--- src/sv/fpa_pkg.sv ---
// shared types and constants of the q24.8 fixed-point alu
`default_nettype none
package fpa_pkg;
   localparam int FracBits  = 8;
   localparam int WordBits  = 32;
   localparam int SatBits   = (WordBits < 32) ? WordBits : 32;
   localparam int DataBits  = 32;
   localparam int NumBits   = DataBits + FracBits;
   localparam int WideBits  = 66;
   localparam int KindBits  = 4;

   typedef enum logic [KindBits-1:0] {
      OP_ADD      = 4'd0,
      OP_SUB      = 4'd1,
      OP_MUL      = 4'd2,
      OP_DIV      = 4'd3,
      OP_GT       = 4'd4,
      OP_LT       = 4'd5,
      OP_EQ       = 4'd6,
      OP_NE       = 4'd7,
      OP_MIN      = 4'd8,
      OP_MAX      = 4'd9,
      OP_INC      = 4'd10,
      OP_DEC      = 4'd11,
      OP_FROM_INT = 4'd12,
      OP_TO_INT   = 4'd13
   } opcode_type;

   typedef enum logic [1:0] {
      ST_OK   = 2'd0,
      ST_DIVZ = 2'd1,
      ST_SAT  = 2'd2
   } status_type;

   // one item as it travels down the cell row
   typedef struct packed {
      logic                       vld;
      logic [KindBits-1:0]        kind;
      logic                       q_neg;
      logic                       b_zero;
      logic                       sat_en;
      logic                       flag;
      logic signed [WideBits-1:0] res;
      logic [NumBits-1:0]         num;
      logic [DataBits-1:0]        rem;
      logic [NumBits-1:0]         quo;
      logic [DataBits-1:0]        den;
   } item_type;
endpackage
`default_nettype wire

--- src/sv/fpa_prep.sv ---
// operand decode, simple operations and the product of an incoming item
`default_nettype none
module fpa_prep
   import fpa_pkg::*;
(
   input  wire logic                       in_vld,
   input  wire logic [KindBits-1:0]        in_kind,
   input  wire logic signed [DataBits-1:0] in_a,
   input  wire logic signed [DataBits-1:0] in_b,
   output item_type                        out_item
);
   logic signed [WideBits-1:0] a_w;
   logic signed [WideBits-1:0] b_w;
   logic signed [63:0]         prod;
   logic [DataBits-1:0]        a_mag;
   logic [DataBits-1:0]        b_mag;

   assign a_w   = WideBits'(in_a);
   assign b_w   = WideBits'(in_b);
   assign prod  = 64'(in_a) * 64'(in_b);
   assign a_mag = in_a[DataBits-1] ? DataBits'(-in_a) : DataBits'(in_a);
   assign b_mag = in_b[DataBits-1] ? DataBits'(-in_b) : DataBits'(in_b);

   // per-opcode wide result ahead of rounding and clipping
   always_comb begin
      out_item        = '0;
      out_item.vld    = in_vld;
      out_item.kind   = in_kind;
      out_item.q_neg  = in_a[DataBits-1] ^ in_b[DataBits-1];
      out_item.b_zero = (in_b == '0);
      out_item.num    = {a_mag, {FracBits{1'b0}}};
      out_item.den    = b_mag;
      out_item.sat_en = 1'b1;
      case (opcode_type'(in_kind))
         OP_ADD:      out_item.res = a_w + b_w;
         OP_SUB:      out_item.res = a_w - b_w;
         OP_MUL:      out_item.res = WideBits'(prod);
         OP_DIV:      out_item.sat_en = 1'b1;
         OP_GT: begin
            out_item.flag = (in_a > in_b);
            out_item.sat_en = 1'b0;
         end
         OP_LT: begin
            out_item.flag = (in_a < in_b);
            out_item.sat_en = 1'b0;
         end
         OP_EQ: begin
            out_item.flag = (in_a == in_b);
            out_item.sat_en = 1'b0;
         end
         OP_NE: begin
            out_item.flag = (in_a != in_b);
            out_item.sat_en = 1'b0;
         end
         OP_MIN:      out_item.res = (in_a < in_b) ? a_w : b_w;
         OP_MAX:      out_item.res = (in_a > in_b) ? a_w : b_w;
         OP_INC:      out_item.res = a_w + WideBits'(1);
         OP_DEC:      out_item.res = a_w - WideBits'(1);
         OP_FROM_INT: out_item.res = a_w <<< FracBits;
         OP_TO_INT:   out_item.res = a_w >>> FracBits;
         default:     out_item.sat_en = 1'b0;
      endcase
   end
endmodule
`default_nettype wire

--- config.mk ---
export PLATFORM = sky130hd
export DESIGN_NAME = fpa_prep
export DESIGN_NICKNAME = d
export VERILOG_FILES = /design/src/sv/fpa_pkg.sv /design/src/sv/fpa_prep.sv
export SDC_FILE = /design/constraint.sdc
export NUM_CORES = 2
export LEC_CHECK = 0
export ABC_CLOCK_PERIOD_IN_PS = 12200
export BUFFER_PORTS_ARGS = -buffer_cell sky130_fd_sc_hd__clkbuf_2
export CORE_MARGIN = 4
export CORE_UTILIZATION = 59
export DETAILED_ROUTE_END_ITERATION = 6
export PLACE_DENSITY = 0.81
export SYNTH_ARGS = -nofsm -noshare
export SYNTH_HDL_FRONTEND = slang
export SYNTH_SLANG_ARGS = --single-unit
--- constraint.sdc ---
create_clock -name vclk -period 12.2
set_input_delay 2.44 -clock vclk [all_inputs]
set_output_delay 2.44 -clock vclk [all_outputs]
set_load 0.005 [all_outputs]
==> impl_results.md <==
- Largest fanout on the critical path: 5
- Final Hold Viols: 0
- Sum of buffers and inverters on the critical path: 7
- Area of placed instances: 51390 sq um
- CP delay by family, top: adder cells
- Min-delay src: in_vld
- Drt wl/cell: 27.43 microns
- HPWL Detailed: 139.1 mm
- Max-Cap Viols: 0
- WHS Endpoint: out_item[218]
- Initial core utilization: 0.5971
- Final WL: 186.6 mm
- Die W: 283.0 microns
- Crit path kind: in2out
- Gr ovfl total: 0
- Via density: 6.300
- Max Clock Freq: 78.52 MHz
- Non-filler cells in the finished layout: between 6000 and 7000
- Remaining antenna violation count: 0
- # DRC: 6
- Final worst setup slack: -0.5355 ns
- Slowest stage delay, CP: 0.60 ns
- Pins Over Slew Limit: 0
- Hold Crit Depth: 0
- Slew HR: 0.1587
- YS warnings: 0
- Area growth from synthesis to layout: 22.74%
- Violated checks: design-rule violations, negative setup slack
- CP Capture Type: output pin
- Synth cell types: 85
- Seq cells: 0
- Vias in the first global route: roughly 45000
- Worst Path Arrival: 10.30 ns
- Hold buffer count at cts: 0
- Setup TNS: -10.41 ns
- Most frequent cells in the layout: fa_1 (1012), inv_1 (974), buf_4 (600), nand2_1 (557), and2_1 (439)
- Tmin final: 12.74 ns
- 1st-pass router iterations: 7
- Syn_area_per_cell: about 8.6 sq um
- GP Congestion: around 1.1
- Clock buffer count: 0
- Min-Delay Path Class: in2out
- First-pass GRT wire length: ~270 mm
- Cells after DPL: 6681
- Vias: 42850
- Most used cell, CP: fa_1
- Total track usage: 0.4361
- RSZ-0062 raised after global routing: true
- CP startpoint kind: input port
- I/O Buffers: 206
- Core Rows: 100
- Seq/Total Area, Yosys: 0
- Final net count: 7222
- Commonest non-fill, non-tap cell in the layout: fa_1
- Die Y: 283.0 microns
- Register area: 0 sq um
- Synthesized area: about 45000 sq um
- Die area: 80060 sq um
- Worst EP required: between 9 and 10 ns
- Worst-margin pin slew: 1.262 ns
- Setup slack at placement: -0.8442 ns
- Cells after synthesis: between 5000 and 6000
- Setup violators final: 38
- Core area: approximately 75000 sq um
- CP max-delay cell: ha_1
- # IOs: 288
- Largest net degree at the start of global routing: 56
- Outcome: complete, but fails checks
- Share of cells above drive strength 1: 0.2316
- Fin crit share: 1.044
- Post-route design area: 54750 sq um
- Initial antenna violation count: 13
- 1st-iter DRT viols: 4850
[worst max-delay path by stage]
stage | depth (start not counted) | slack (ns) | end | start
floorplan | 25 | 0.002 | out_item[208] | in_a[31]
global placement | 26 | -0.64 | out_item[208] | in_a[12]
detailed placement | 26 | -0.84 | out_item[208] | in_a[12]
CTS | 28 | -0.21 | out_item[191] | in_b[6]
global route | 26 | -0.63 | out_item[207] | in_b[14]
finish | 26 | -0.54 | out_item[208] | in_b[14]
[Yosys cell counts (30+ instances only)]
library cell	count	share of area
mux2i_1	32	0.0072
and2_1	457	0.064
nor2_1	207	0.017
nor3_1	43	0.0048
buf_1	37	0.0031
a221oi_1	31	0.0061
a21oi_1	179	0.020
a21o_1	53	0.0089
o21ai_0	110	0.012
nand2b_1	40	0.0056
a221o_1	32	0.0072
xnor2_1	116	0.023
nand3_1	42	0.0047
nand2_1	578	0.049
xor2_1	33	0.0065
o221ai_1	40	0.0079
buf_4	89	0.015
ha_1	252	0.071
or3_1	30	0.0042
clkbuf_1	295	0.025
fa_1	1084	0.49
inv_1	1020	0.086
[through the flow]
| stage | utilization | hold slack [ns] |
|---|---|---|
| CTS | 0.7101 | 4.880 |
| global route | 0.7326 | 4.880 |
| detailed placement | 0.6879 | 4.880 |
| finish | 0.7329 | 4.880 |
| global placement | 0.6879 | 4.880 |
| floorplan | - | 4.961 |
[per-layer routing]
metal / track usage / vias to the layer above / wire (microns)
li1: - / 17090 / -
met1: 0.5179 / 21080 / 58880
met2: 0.6854 / 3479 / 81750
met3: 0.1008 / 1196 / 24220
met4: 0.3471 / 2 / 21700
met5: 0 / - / 13
[kinds of logic (layout without fill, tap and decap cells)]
kind of cell / after synthesis / count (layout) / share of synthesized area
AOI/OAI and AO/OA: 685 / 685 / 0.1051
xor gates and xnor gates: 149 / 149 / 0.02926
adders and majority gates: 1336 / 1336 / 0.5572
buffers and inverters: 1460 / 2001 / 0.1309
muxes: 34 / 34 / 0.007686
other: 1 / 97 / 0.00008408
and+or+nand+nor: 1530 / 1530 / 0.1697
[timing repair]
item	4_1_cts	5_1_grt
gates resized for setup	239	338
cloned	7	10
setup buffers	53	45
setup endpoints to repair	40	42
endpoints found under the hold margin	0	0
pin swaps	172	197
[area by class of cell]
cell class	instances	area (sq um)
Multi-Input combinational cell	3814	40820
Fill cell	5032	19950
Timing Repair Buffer	978	8815
Inverter	1023	3856
Tap cell	969	1212
Antenna cell	17	42.54
Power is left out: the tool's default activity adds up to more than one toggle a clock period on the data nets, which glitch-free logic cannot reach.
