<file path="config.mk">
export PLATFORM = sky130hd
export DESIGN_NAME = fpa_finish
export DESIGN_NICKNAME = d
export VERILOG_FILES = /design/src/sv/fpa_pkg.sv /design/src/sv/fpa_finish.sv
export SDC_FILE = /design/constraint.sdc
export NUM_CORES = 1
export LEC_CHECK = 0
export ABC_AREA = 1
export ABC_CLOCK_PERIOD_IN_PS = 7100
export BUFFER_PORTS_ARGS = -buffer_cell sky130_fd_sc_hd__buf_2
export CORE_ASPECT_RATIO = 0.5
export CORE_MARGIN = 10
export CORE_UTILIZATION = 30
export DETAILED_ROUTE_END_ITERATION = 6
export PLACE_DENSITY = 0.53
export SLEW_MARGIN = 0
export SYNTH_ARGS = -nofsm -noshare
export SYNTH_HDL_FRONTEND = slang
export SYNTH_SLANG_ARGS = --single-unit
</file>
<file path="constraint.sdc">
create_clock -name vclk -period 7.1
set_input_delay 0.71 -clock vclk [all_inputs]
set_output_delay 0.71 -clock vclk [all_outputs]
set_load 0.02 [all_outputs]
</file>
<file path="src/sv/fpa_pkg.sv">
// shared types and constants of the q24.8 fixed-point alu
`default_nettype none
package fpa_pkg;
   localparam int FracBits  = 8;
   localparam int WordBits  = 32;
   localparam int SatBits   = (WordBits < 32) ? WordBits : 32;
   localparam int DataBits  = 32;
   localparam int NumBits   = DataBits + FracBits;
   localparam int WideBits  = 66;
   localparam int KindBits  = 4;

   typedef enum logic [KindBits-1:0] {
      OP_ADD      = 4'd0,
      OP_SUB      = 4'd1,
      OP_MUL      = 4'd2,
      OP_DIV      = 4'd3,
      OP_GT       = 4'd4,
      OP_LT       = 4'd5,
      OP_EQ       = 4'd6,
      OP_NE       = 4'd7,
      OP_MIN      = 4'd8,
      OP_MAX      = 4'd9,
      OP_INC      = 4'd10,
      OP_DEC      = 4'd11,
      OP_FROM_INT = 4'd12,
      OP_TO_INT   = 4'd13
   } opcode_type;

   typedef enum logic [1:0] {
      ST_OK   = 2'd0,
      ST_DIVZ = 2'd1,
      ST_SAT  = 2'd2
   } status_type;

   // one item as it travels down the cell row
   typedef struct packed {
      logic                       vld;
      logic [KindBits-1:0]        kind;
      logic                       q_neg;
      logic                       b_zero;
      logic                       sat_en;
      logic                       flag;
      logic signed [WideBits-1:0] res;
      logic [NumBits-1:0]         num;
      logic [DataBits-1:0]        rem;
      logic [NumBits-1:0]         quo;
      logic [DataBits-1:0]        den;
   } item_type;
endpackage
`default_nettype wire

</file>
<file path="src/sv/fpa_finish.sv">
// rounding of products and quotients, clipping and status
`default_nettype none
module fpa_finish
   import fpa_pkg::*;
(
   input  item_type                   in_item,
   output logic signed [DataBits-1:0] out_result,
   output logic                       out_flag,
   output logic [1:0]                 out_status
);
   localparam logic [63:0] Half = 64'((64'd1 << FracBits) >> 1);
   localparam logic signed [WideBits-1:0] SatHi =
      WideBits'((66'sd1 <<< (SatBits - 1)) - 66'sd1);
   localparam logic signed [WideBits-1:0] SatLo = -SatHi - WideBits'(1);

   logic [63:0]                p_mag;
   logic [64:0]                p_rnd;
   logic [NumBits:0]           q_rnd;
   logic                       round_up;
   logic signed [WideBits-1:0] val;

   assign p_mag    = in_item.res[63] ? 64'(-in_item.res) : in_item.res[63:0];
   assign p_rnd    = ({1'b0, p_mag} + {1'b0, Half}) >> FracBits;
   assign round_up = ({in_item.rem, 1'b0} >= {1'b0, in_item.den});
   assign q_rnd    = {1'b0, in_item.quo} + (NumBits+1)'(round_up);

   // select the unclipped value
   always_comb begin
      case (in_item.kind)
         OP_MUL:  val = in_item.res[63] ? -WideBits'(p_rnd) : WideBits'(p_rnd);
         OP_DIV:  val = in_item.q_neg ? -WideBits'(q_rnd) : WideBits'(q_rnd);
         default: val = in_item.res;
      endcase
   end

   // clip into the result word
   always_comb begin
      out_flag   = in_item.flag;
      out_status = ST_OK;
      out_result = '0;
      if (in_item.kind == OP_DIV && in_item.b_zero) begin
         out_status = ST_DIVZ;
      end else if (in_item.sat_en) begin
         if (val > SatHi) begin
            out_result = DataBits'(SatHi);
            out_status = ST_SAT;
         end else if (val < SatLo) begin
            out_result = DataBits'(SatLo);
            out_status = ST_SAT;
         end else begin
            out_result = DataBits'(val);
         end
      end
   end
endmodule
`default_nettype wire

</file>
==> impl_metrics.yaml <==
yosys:
  synth_cells: 2877
  synth_nets: 3132
  seq_area_frac_synth: 0
  yosys_warnings: 0
  syn_area_per_cell_um2: 4.696
  synth_cell_types: 50
  syn_area_um2: 13510
floorplan:
  pin_count: 254
  dieHeight_um: 170.1
  rows: 54
  die_area_um2: 54440
  die_w_um: 320.1
  initial_core_util: 0.3067
  core-area_um2: 44050
setup_path:
  criticalPathCategory: "input pin to output port"
  critPathLaunchType: "input pin"
  end_kind: "output port"
  critical_path_arrival_ps: 6070
  critPathSlowestCell: "ha_2"
  cpMostUsedCell: "nor2_2"
  cp_max_fo: 6
  crit_required_ps: 6390
  crit_path_max_incr_delay_ps: 290
timing:
  setup_viol: 0
  setup_ws_ps: 317.0
  rsz0062_at_grt: "true"
  max_slew_margin: 0.5355
  min_period_ps: 6783
  tightest_slew_ps: 691.4
  period_share: 0.9554
  max_freq_mhz: 147.4
  slew_viol_final: 0
  hold_ws_ps: 1420
  hold_viol: 0
  final.setup.tns_ps: 0
outcome:
  status: "finished clean"
placement:
  port-buffer-count: 211
  hpwl_um: 60900
  postPlaceCellArea_um2: 15770
  globalplace.congestion: 0.9916
  place_ws_ps: -163.9
routing:
  drt_wl_total_um: 69730
  drt_iter0_drc: 2217
  vias_per_cell: 5.184
  drt-pass1-iter-count: 6
  ant_nets: 0
  vias: 19400
  route.detailed.drc: 0
  routedWlPerCell_um: 18.63
cells_and_area:
  area_growth_pct: 21.72
  n_clock_buffer: 0
  nFlopsAndLatches: 0
  register_area_um2: 0
  layout-drive-gt1-share: 0.2067
  final_nets: 3407
  stdcell_area_um2: 16440
pwr:
  ir_drop_uv: 26.83
  power_density_nw_per_um2: 57.18
  p_leak_nw: 8.429
global_routing:
  grt_pass1_vias: 17310
  grt_util_all_layers: 0.2403
  grt_max_degree: 54
  grt_pass1_wl_um: 102600
  antenna_found_initial: 5
  overflow: 0
job:
  cap_viol_max_count: 0
worst_hold_path:
  hold_class: "input pin to output port"
-- metrics by stage --
| step | util | cells | total power, mW |
|---|---|---|---|
| finish | 0.3733 | 3742 | 0.9403 |
| global route | 0.3733 | 3742 | 1.023 |
| CTS | 0.3584 | 3722 | 0.8780 |
| detailed placement | 0.3581 | 3722 | 0.8742 |
| global placement | 0.3581 | 3722 | 0.8709 |
| floorplan | - | 2877 | 0.5443 |
-- worst max-delay path, delay by kind of cell --
| kind | cells | cell delay (ps) |
|---|---|---|
| XOR/XNOR | 1 | 60 |
| AO/OA/AOI/OAI | 2 | 350 |
| adder cells (fa/ha/maj) | 3 | 720 |
| buffers and inverters | 6 | 740 |
| AND/OR/NAND/NOR | 26 | 3500 |
-- Yosys cell counts, drive strengths merged --
cell type,n,share of area
nor2b,1,0.00046
a21oi,101,0.045
buf,34,0.019
inv,328,0.091
a22oi,2,0.0011
nand3,358,0.14
nor4b,1,0.00065
a211oi,1,0.00056
o31ai,2,0.0011
or3,1,0.00046
nor3b,3,0.0020
o41ai,1,0.00065
nor3,33,0.012
o211ai,2,0.0011
ha,36,0.033
nand2,1190,0.36
a221oi,1,0.00065
clkinv,5,0.0014
a31oi,12,0.0060
xnor2,7,0.0045
nand4,60,0.028
o21bai,7,0.0039
clkbuf,22,0.0061
nor2,544,0.18
o2111ai,1,0.00065
o21ai,51,0.019
xor2,39,0.025
nor4,13,0.0060
nand3b,9,0.0050
or2,9,0.0042
o22ai,1,0.00046
and3,1,0.00046
a32oi,1,0.00065
-- kinds of logic (layout without fill, tap and decap cells) --
kind of cell	Yosys count	in the layout	synth area share
xor+xnor	46	46	0.02982
buf+inv	389	662	0.1178
fa+ha+maj	36	36	0.03334
other cells	0	4	0
compound gates	183	183	0.08122
simple gates	2223	2223	0.7378
-- layer usage --
metal / routed length (µm) / GRT usage / part of all wire / vias up
met1: 32850 / 0.3549 / 0.47 / 8848
li1: - / - / - / 9678
met4: 903 / 0.02752 / 0.013 / 2
met3: 7048 / 0.03481 / 0.10 / 47
met5: 13 / 0 / 0.00019 / -
met2: 28920 / 0.3711 / 0.41 / 823
-- power breakdown --
| part | internal, mW | leakage [nW] | switching [mW] |
|---|---|---|---|
| Combinational | 0.288 | 8.43 | 0.652 |
| Sequential | 0 | 0 | 0 |
| Clock | 0.0000000757 | 0.0000254 | 0 |
-- worst paths after layout --
path / startpoint / slack [ps] / end / cells after the start
setup / recovery: in_item[30] / 320 / out_result[19] / 38
hold / removal: in_item[210] / 1420 / out_flag / 0
-- timing repair --
| action | CTS | global route |
|---|---|---|
| hold buffers | 0 | 0 |
| gates resized for setup | 2 | 110 |
| buffers inserted | 0 | 14 |
| endpoints found under the hold margin | 0 | 0 |
| endpoints found under the setup margin | 31 | 32 |
| pin swaps | 0 | 28 |
| gates cloned | 0 | 2 |
-- final cells by class --
class                      count  area (µm²)
timing repair buffer         329        2052
multi-input combinational   2488       12400
tap                          588       735.7
fill                        5180       27610
antenna                        4       10.01
inverter                     333        1250
-- cells in the final DEF (no fill, tap or decap), types with 31 or more instances in the layout --
cell,Yosys,final
nand3_1,344,334
inv_1,309,303
nand2_1,1094,1083
buf_4,6,113
nand2_2,75,85
o21ai_0,38,36
buf_2,7,205
a21oi_2,29,32
nor2_2,39,53
ha_1,36,31
nor2_4,29,36
nand4_1,60,60
xor2_1,39,32
a21oi_1,72,68
nor2_1,469,448
No activity file was read; power rests on OpenSTA's default activity.
