**src/sv/fpa_pkg.sv**
```systemverilog
// shared types and constants of the q24.8 fixed-point alu
`default_nettype none
package fpa_pkg;
   localparam int FracBits  = 8;
   localparam int WordBits  = 32;
   localparam int SatBits   = (WordBits < 32) ? WordBits : 32;
   localparam int DataBits  = 32;
   localparam int NumBits   = DataBits + FracBits;
   localparam int WideBits  = 66;
   localparam int KindBits  = 4;

   typedef enum logic [KindBits-1:0] {
      OP_ADD      = 4'd0,
      OP_SUB      = 4'd1,
      OP_MUL      = 4'd2,
      OP_DIV      = 4'd3,
      OP_GT       = 4'd4,
      OP_LT       = 4'd5,
      OP_EQ       = 4'd6,
      OP_NE       = 4'd7,
      OP_MIN      = 4'd8,
      OP_MAX      = 4'd9,
      OP_INC      = 4'd10,
      OP_DEC      = 4'd11,
      OP_FROM_INT = 4'd12,
      OP_TO_INT   = 4'd13
   } opcode_type;

   typedef enum logic [1:0] {
      ST_OK   = 2'd0,
      ST_DIVZ = 2'd1,
      ST_SAT  = 2'd2
   } status_type;

   // one item as it travels down the cell row
   typedef struct packed {
      logic                       vld;
      logic [KindBits-1:0]        kind;
      logic                       q_neg;
      logic                       b_zero;
      logic                       sat_en;
      logic                       flag;
      logic signed [WideBits-1:0] res;
      logic [NumBits-1:0]         num;
      logic [DataBits-1:0]        rem;
      logic [NumBits-1:0]         quo;
      logic [DataBits-1:0]        den;
   } item_type;
endpackage
`default_nettype wire

```
**src/sv/fpa_div_cell.sv**
```systemverilog
// one restoring division step: one quotient bit per cell
`default_nettype none
module fpa_div_cell
   import fpa_pkg::*;
(
   input  item_type in_item,
   output item_type out_item
);
   logic [DataBits:0] rem_sh;
   logic [DataBits:0] diff;

   assign rem_sh = {in_item.rem, in_item.num[NumBits-1]};
   assign diff   = rem_sh - {1'b0, in_item.den};

   // trial subtract, keep it when it does not go negative
   always_comb begin
      out_item     = in_item;
      out_item.num = {in_item.num[NumBits-2:0], 1'b0};
      if (!diff[DataBits]) begin
         out_item.rem = diff[DataBits-1:0];
         out_item.quo = {in_item.quo[NumBits-2:0], 1'b1};
      end else begin
         out_item.rem = rem_sh[DataBits-1:0];
         out_item.quo = {in_item.quo[NumBits-2:0], 1'b0};
      end
   end
endmodule
`default_nettype wire

```
**config.mk**
```make
export PLATFORM = sky130hd
export DESIGN_NAME = fpa_div_cell
export DESIGN_NICKNAME = d
export VERILOG_FILES = /design/src/sv/fpa_pkg.sv /design/src/sv/fpa_div_cell.sv
export SDC_FILE = /design/constraint.sdc
export NUM_CORES = 1
export LEC_CHECK = 0
export BUFFER_PORTS_ARGS = -buffer_cell sky130_fd_sc_hd__buf_2
export CAP_MARGIN = 0
export CORE_AREA = 2 2 170 172
export DETAILED_ROUTE_END_ITERATION = 10
export DIE_AREA = 0 0 172 174
export PLACE_DENSITY = 0.41
export RECOVER_POWER = 25
export SLEW_MARGIN = 30
export SYNTH_ARGS = -nofsm -noshare
export SYNTH_HDL_FRONTEND = slang
export SYNTH_SLANG_ARGS = --single-unit
export TNS_END_PERCENT = 20
```
**constraint.sdc**
```tcl
create_clock -name vclk -period 5.34
set_input_delay 1.068 -clock vclk [all_inputs]
set_output_delay 1.068 -clock vclk [all_outputs]
set_load 0.005 [all_outputs]
```
==> run_results.csv, run 1 <==
group,metric,value,unit
run_status,outcome,"complete, no violations",
route,vias,3207,
worst_setup_path,end_kind,"primary output",
synth,synth-adder-area-share,10.9,%
route,antenna_left,0,
placed_design,dp.cells,867,
pwr,p_leak,1.81,nW
synth,synth_top_family_by_area,"buffers and inverters",
synth,avgSynthCellArea,7.05,µm²
timing,setup_tns,0,ns
route,wl_per_cell,15.2,µm
timing,period_minus_slack,4.91,ns
pwr,p_comb_share,100.0,%
clocking,cts_resized,0,
synth,synth-compound-area-share,20.7,%
finish,syn2layout_area_growth,-6.62,%
pwr,sequentialPowerShare,0,%
floorplanning,pin_count,438,
global_route,overflow,0,
worst_setup_path,arrival,3.84,ns
route,drt-total-wl,13200,µm
finish,instances_no_fill,867,
timing,rsz0062_at_grt,"false",
worst_setup_path,cp_max_fo,10,
global_route,grt_max_degree,28,
timing,setup-violations-final,0,
synth,yosysUniqueCellTypes,50,
timing,worstMarginPinSlew,0.509,ns
finish,nNetsFinal,737,
worst_setup_path,slowest_delay,0.42,ns
global_route,antenna_found_initial,0,
worst_setup_path,startpoint_type,"primary input",
floorplanning,die_h,174,µm
synth,synth_area,3850,µm²
worst_setup_path,crit_chain,"buf_2 > ha_1 > fa_1 > nand2b_1 > a21oi_1 > o211ai_1 > a21oi_1 > buf_4 > o21a_1 > o211ai_4 > inv_2 > buf_12 > mux2_4 > buf_2",
floorplanning,die_w,172,µm
timing,drv_slew,0,
global_route,grt_pass1_wl,18800,µm
route,vias_per_cell,3.70,
pwr,pwr-share-clk,0,%
floorplanning,coreArea,28200,µm²
synth,synthXorXnorAreaFrac,5.45,%
finish,clockBufferCount,0,
hold_path,hp-start,"in_item[105]",
pwr,switching_power,0.256,mW
timing,relSlewSlack,66.1,%
floorplanning,die-area,29900,µm²
route,dr.pass1.iters,4,
synth,syn-num-nets,799,
worst_setup_path,required,4.27,ns
timing,fmax,0.204,GHz
finish,drive_gt1_share,33.1,%
floorplanning,row_count,62,
timing,finalCritPeriodShare,91.9,%
worst_setup_path,cp_slowest_cell,"fa_1",
placed_design,port_buffers,130,
flow_run,cap_violations,0,
pwr,max-vdd-ir-drop,0.0000370,V
hold_path,hold_path.class,"in2out",
synth,synthMuxAreaShare,7.01,%
worst_setup_path,worstSetupPathType,"in2out",
finish,seq_cell_count,0,
worst_setup_path,startpoint,"in_item[0]",
pwr,power_density,135,nW/µm²
finish,seq_area,0,µm²
finish,fillCellCount,3397,
floorplanning,start_util,13.6,%
synth,yosysSeqAreaShare,0,%
placed_design,gp_congestion,0.773,
pwr,p_int,0.229,mW
synth,synthCells,547,
timing,hold_violations,0,
clocking,cts_setup_buffers,0,
pwr,sw_frac_of_total,52.7,%
global_route,groute.usage.overall,8.24,%
placed_design,dpl.hpwl,11700,µm
synth,synth_warnings,0,
clocking,hold_buffers,0,
global_route,grt_pass1_vias,3164,
synth,synthSimpleGateAreaFrac,13.4,%
route,dr.first_iter.drc_count,142,
finish,antennaDiodeCount,0,
route,remaining_drc_errors,0,
==> routing by layer <==
layer  global-route usage, %  wire, µm  vias up
met1                    9.18      5050     1419
li1                        -         -     1539
met3                    2.32      1200       66
met2                    14.9      6420      183
met5                       0         0        -
met4                    2.66       490        0
==> final timing paths <==
check / to / slack, ns / cells after the start
max: out_item[96] / 0.43 / 14
min: out_item[106] / 2.14 / 0
==> synthesized netlist by cell type (all sizes together) (6+ instances only) <==
master	count	area, µm²
nand3	11	55.1
nand4	7	43.8
nand2	44	165
a21oi	36	195
xnor2	14	123
mux2	18	270
o211ai	9	81.3
a21o	15	113
buf	190	1440
clkbuf	11	41.3
o21a	6	45.0
xor2	10	87.6
nor2	16	60.1
ha	32	400
o21ai	24	120
and3	6	37.5
inv	42	158
==> through the flow <==
stage                     util [%]  hold WS, ns  cell area [µm²]  setup WS (ns)  total power [mW]
after detailed placement      12.7         2.14             3600          0.398             0.498
after CTS                     12.7         2.14             3600          0.381             0.500
after floorplan                  -         2.22             3850          0.920             0.410
after global placement        12.7         2.14             3600          0.381             0.497
final                         12.7         2.14             3600          0.432             0.485
after global routing          12.7         2.14             3600          0.195             0.544
==> cell families (layout without fill, tap and decap cells) <==
logic type / after synthesis / count (layout)
other cells: 1 / 1
fa+ha+maj: 33 / 33
buf+inv: 243 / 179
simple gates: 108 / 108
compound gates: 120 / 120
xor+xnor: 24 / 24
mux: 18 / 18
==> worst max-delay path, delay by kind of cell <==
family | cells | cell delay, ns
and+or+nand+nor | 1 | 0.18
adders and majority gates | 2 | 0.69
AOI/OAI and AO/OA | 5 | 0.90
buffers and inverters | 5 | 0.70
muxes | 1 | 0.31
==> cells in the final DEF, fill, tap and decap left out, types with 2 or more instances in the layout <==
| master | netlist | final |
|---|---|---|
| a211oi_1 | 4 | 4 |
| a21boi_0 | 2 | 2 |
| a21o_1 | 15 | 15 |
| a21oi_1 | 34 | 34 |
| a31oi_1 | 2 | 2 |
| and2_1 | 3 | 3 |
| and3_1 | 6 | 6 |
| and4_1 | 2 | 2 |
| buf_12 | 0 | 3 |
| buf_2 | 1 | 130 |
| buf_4 | 186 | 4 |
| ha_1 | 32 | 32 |
| inv_1 | 41 | 41 |
| mux2_4 | 18 | 18 |
| nand2_1 | 44 | 44 |
| nand2b_1 | 5 | 5 |
| nand3_1 | 11 | 11 |
| nand4_1 | 7 | 7 |
| nor2_1 | 16 | 16 |
| nor2b_1 | 5 | 5 |
| nor3_1 | 4 | 4 |
| o2111ai_1 | 2 | 2 |
| o211ai_1 | 8 | 8 |
| o21a_1 | 6 | 6 |
| o21ai_0 | 24 | 24 |
| o21bai_1 | 5 | 5 |
| o31ai_1 | 5 | 5 |
| o41ai_1 | 2 | 2 |
| xnor2_1 | 14 | 14 |
| xor2_1 | 10 | 10 |
==> layout make-up <==
| class | instances | area (µm²) | area share (%) |
|---|---|---|---|
| Multi-Input combinational cell | 304 | 2220 | 61.7 |
| Timing Repair Buffer | 137 | 741 | 20.6 |
| Tap cell | 384 | 480 | 13.4 |
| Inverter | 42 | 158 | 4.38 |
==> power groups by stage <==
stage	registers [mW]	logic (mW)	clock network, mW
floorplan	0	0.410	0
global placement	0	0.497	0
detailed placement	0	0.498	0
CTS	0	0.500	0
global route	0	0.544	0
finish	0	0.485	0
Note: power is estimated with default switching activity, not from simulation.
==> inputs of run 2 (changes only) <==
Settings changed: CELL_PAD_IN_SITES_DETAIL_PLACEMENT set to 0, CELL_PAD_IN_SITES_GLOBAL_PLACEMENT set to 2, CORE_AREA 2 2 170 172 to 2 2 169 171, DIE_AREA 0 0 172 174 to 0 0 171 173, PLACE_DENSITY 0.41 to 0.77.
==> run_results.csv, run 2 (same netlist as run 1, synthesis figures left out) <==
group,metric,value,unit
run_status,outcome,"complete, no violations",
floorplanning,die-area,29600,µm²
global_route,antenna_found_initial,1,
floorplanning,die_h,173,µm
route,remaining_drc_errors,0,
floorplanning,pin_count,438,
finish,instances_no_fill,862,
flow_run,cap_violations,0,
worst_setup_path,cp_num_buf_inv,5,
clocking,cts_resized,0,
finish,final_common_cell,"buf_2",
timing,setup_tns,0,ns
finish,fin_util,12.9,%
finish,clockBufferCount,0,
pwr,totalPowerFinal,0.478,mW
route,wl_per_cell,15.2,µm
worst_setup_path,worstSetupPathType,"in2out",
route,vias,3155,
pwr,power_density,134,nW/µm²
worst_setup_path,required,4.27,ns
floorplanning,coreArea,27600,µm²
timing,finalCritPeriodShare,94.7,%
finish,antennaDiodeCount,0,
clocking,hold_buffers,0,
route,dr.first_iter.drc_count,111,
finish,drive_gt1_share,33.3,%
worst_setup_path,cp_slowest_cell,"fa_1",
route,dr.pass1.iters,4,
finish,seq_area,0,µm²
timing,rsz0062_at_grt,"false",
timing,hold_violations,0,
placed_design,port_buffers,130,
finish,syn2layout_area_growth,-7.27,%
finish,mostFrequentLayoutCells,"buf_2, nand2_1, inv_1",
global_route,grt_max_degree,21,
timing,fmax,0.198,GHz
timing,period_minus_slack,5.05,ns
finish,multi_input_area,2220,µm²
finish,fillCellCount,3298,
route,drt-total-wl,13100,µm
global_route,grt_pass1_wl,19200,µm
placed_design,dpl.hpwl,11800,µm
global_route,grt_pass1_vias,3236,
hold_path,hold_path.class,"in2out",
placed_design,dp.cells,862,
route,antenna_left,0,
placed_design,gp_congestion,0.764,
clocking,cts_setup_buffers,0,
worst_setup_path,arrival,3.99,ns
timing,drv_slew,0,
finish,seq_cell_count,0,
global_route,groute.usage.overall,8.44,%
timing,setup-violations-final,0,
pwr,p_leak,1.80,nW
worst_setup_path,cp_max_fo,9,
worst_setup_path,end_kind,"primary output",
worst_setup_path,crit_chain,"buf_2 > ha_1 > fa_1 > nand2b_1 > a21oi_1 > o211ai_1 > a21oi_1 > buf_4 > o21a_1 > o211ai_4 > inv_2 > buf_4 > mux2_4 > buf_2",
global_route,overflow,0,
worst_setup_path,startpoint_type,"primary input",
route,vias_per_cell,3.66,
floorplanning,row_count,61,
floorplanning,start_util,13.9,%
floorplanning,die_w,171,µm
pwr,max-vdd-ir-drop,0.0000362,V
finish,nNetsFinal,738,
worst_setup_path,critPathTopFamily,"compound AO/OA/AOI/OAI gates",
worst_setup_path,slowest_delay,0.40,ns
[run 2: changes by cell type in the layout (fill, tap and decap cells not counted)]
cell	delta
buf_4	+3
buf_12	-2
[run 2: power breakdown]
part	internal [mW]	switching (mW)
clock	0	0
sequential	0	0
combinational	0.223	0.254
[run 2: final timing paths]
| check | start | end | slack [ns] | cells after the start |
|---|---|---|---|---|
| max | in_item[0] | out_item[82] | 0.29 | 14 |
| min | in_item[105] | out_item[106] | 2.14 | 0 |
[run 2: cell type report]
class / count / share of cell area [%]
Multi-Input combinational cell: 304 / 62.1
Timing Repair Buffer: 138 / 20.2
Tap cell: 378 / 13.2
Inverter: 42 / 4.41
[run 2: per-layer routing]
layer	share of wire (%)	global-route usage [%]	vias up
li1	-	-	1545
met1	40	9.79	1387
met2	47	14.5	149
met3	8.1	2.01	72
met4	5.0	3.81	2
met5	0.14	0	-
[run 2: metrics by stage]
step / hold WS [ns] / area (µm²) / setup slack [ns]
floorplan: 2.22 / 3850 / 0.920
global placement: 2.14 / 3570 / 0.226
detailed placement: 2.14 / 3570 / 0.247
CTS: 2.14 / 3570 / 0.240
global route: 2.14 / 3570 / 0.0906
finish: 2.14 / 3570 / 0.285
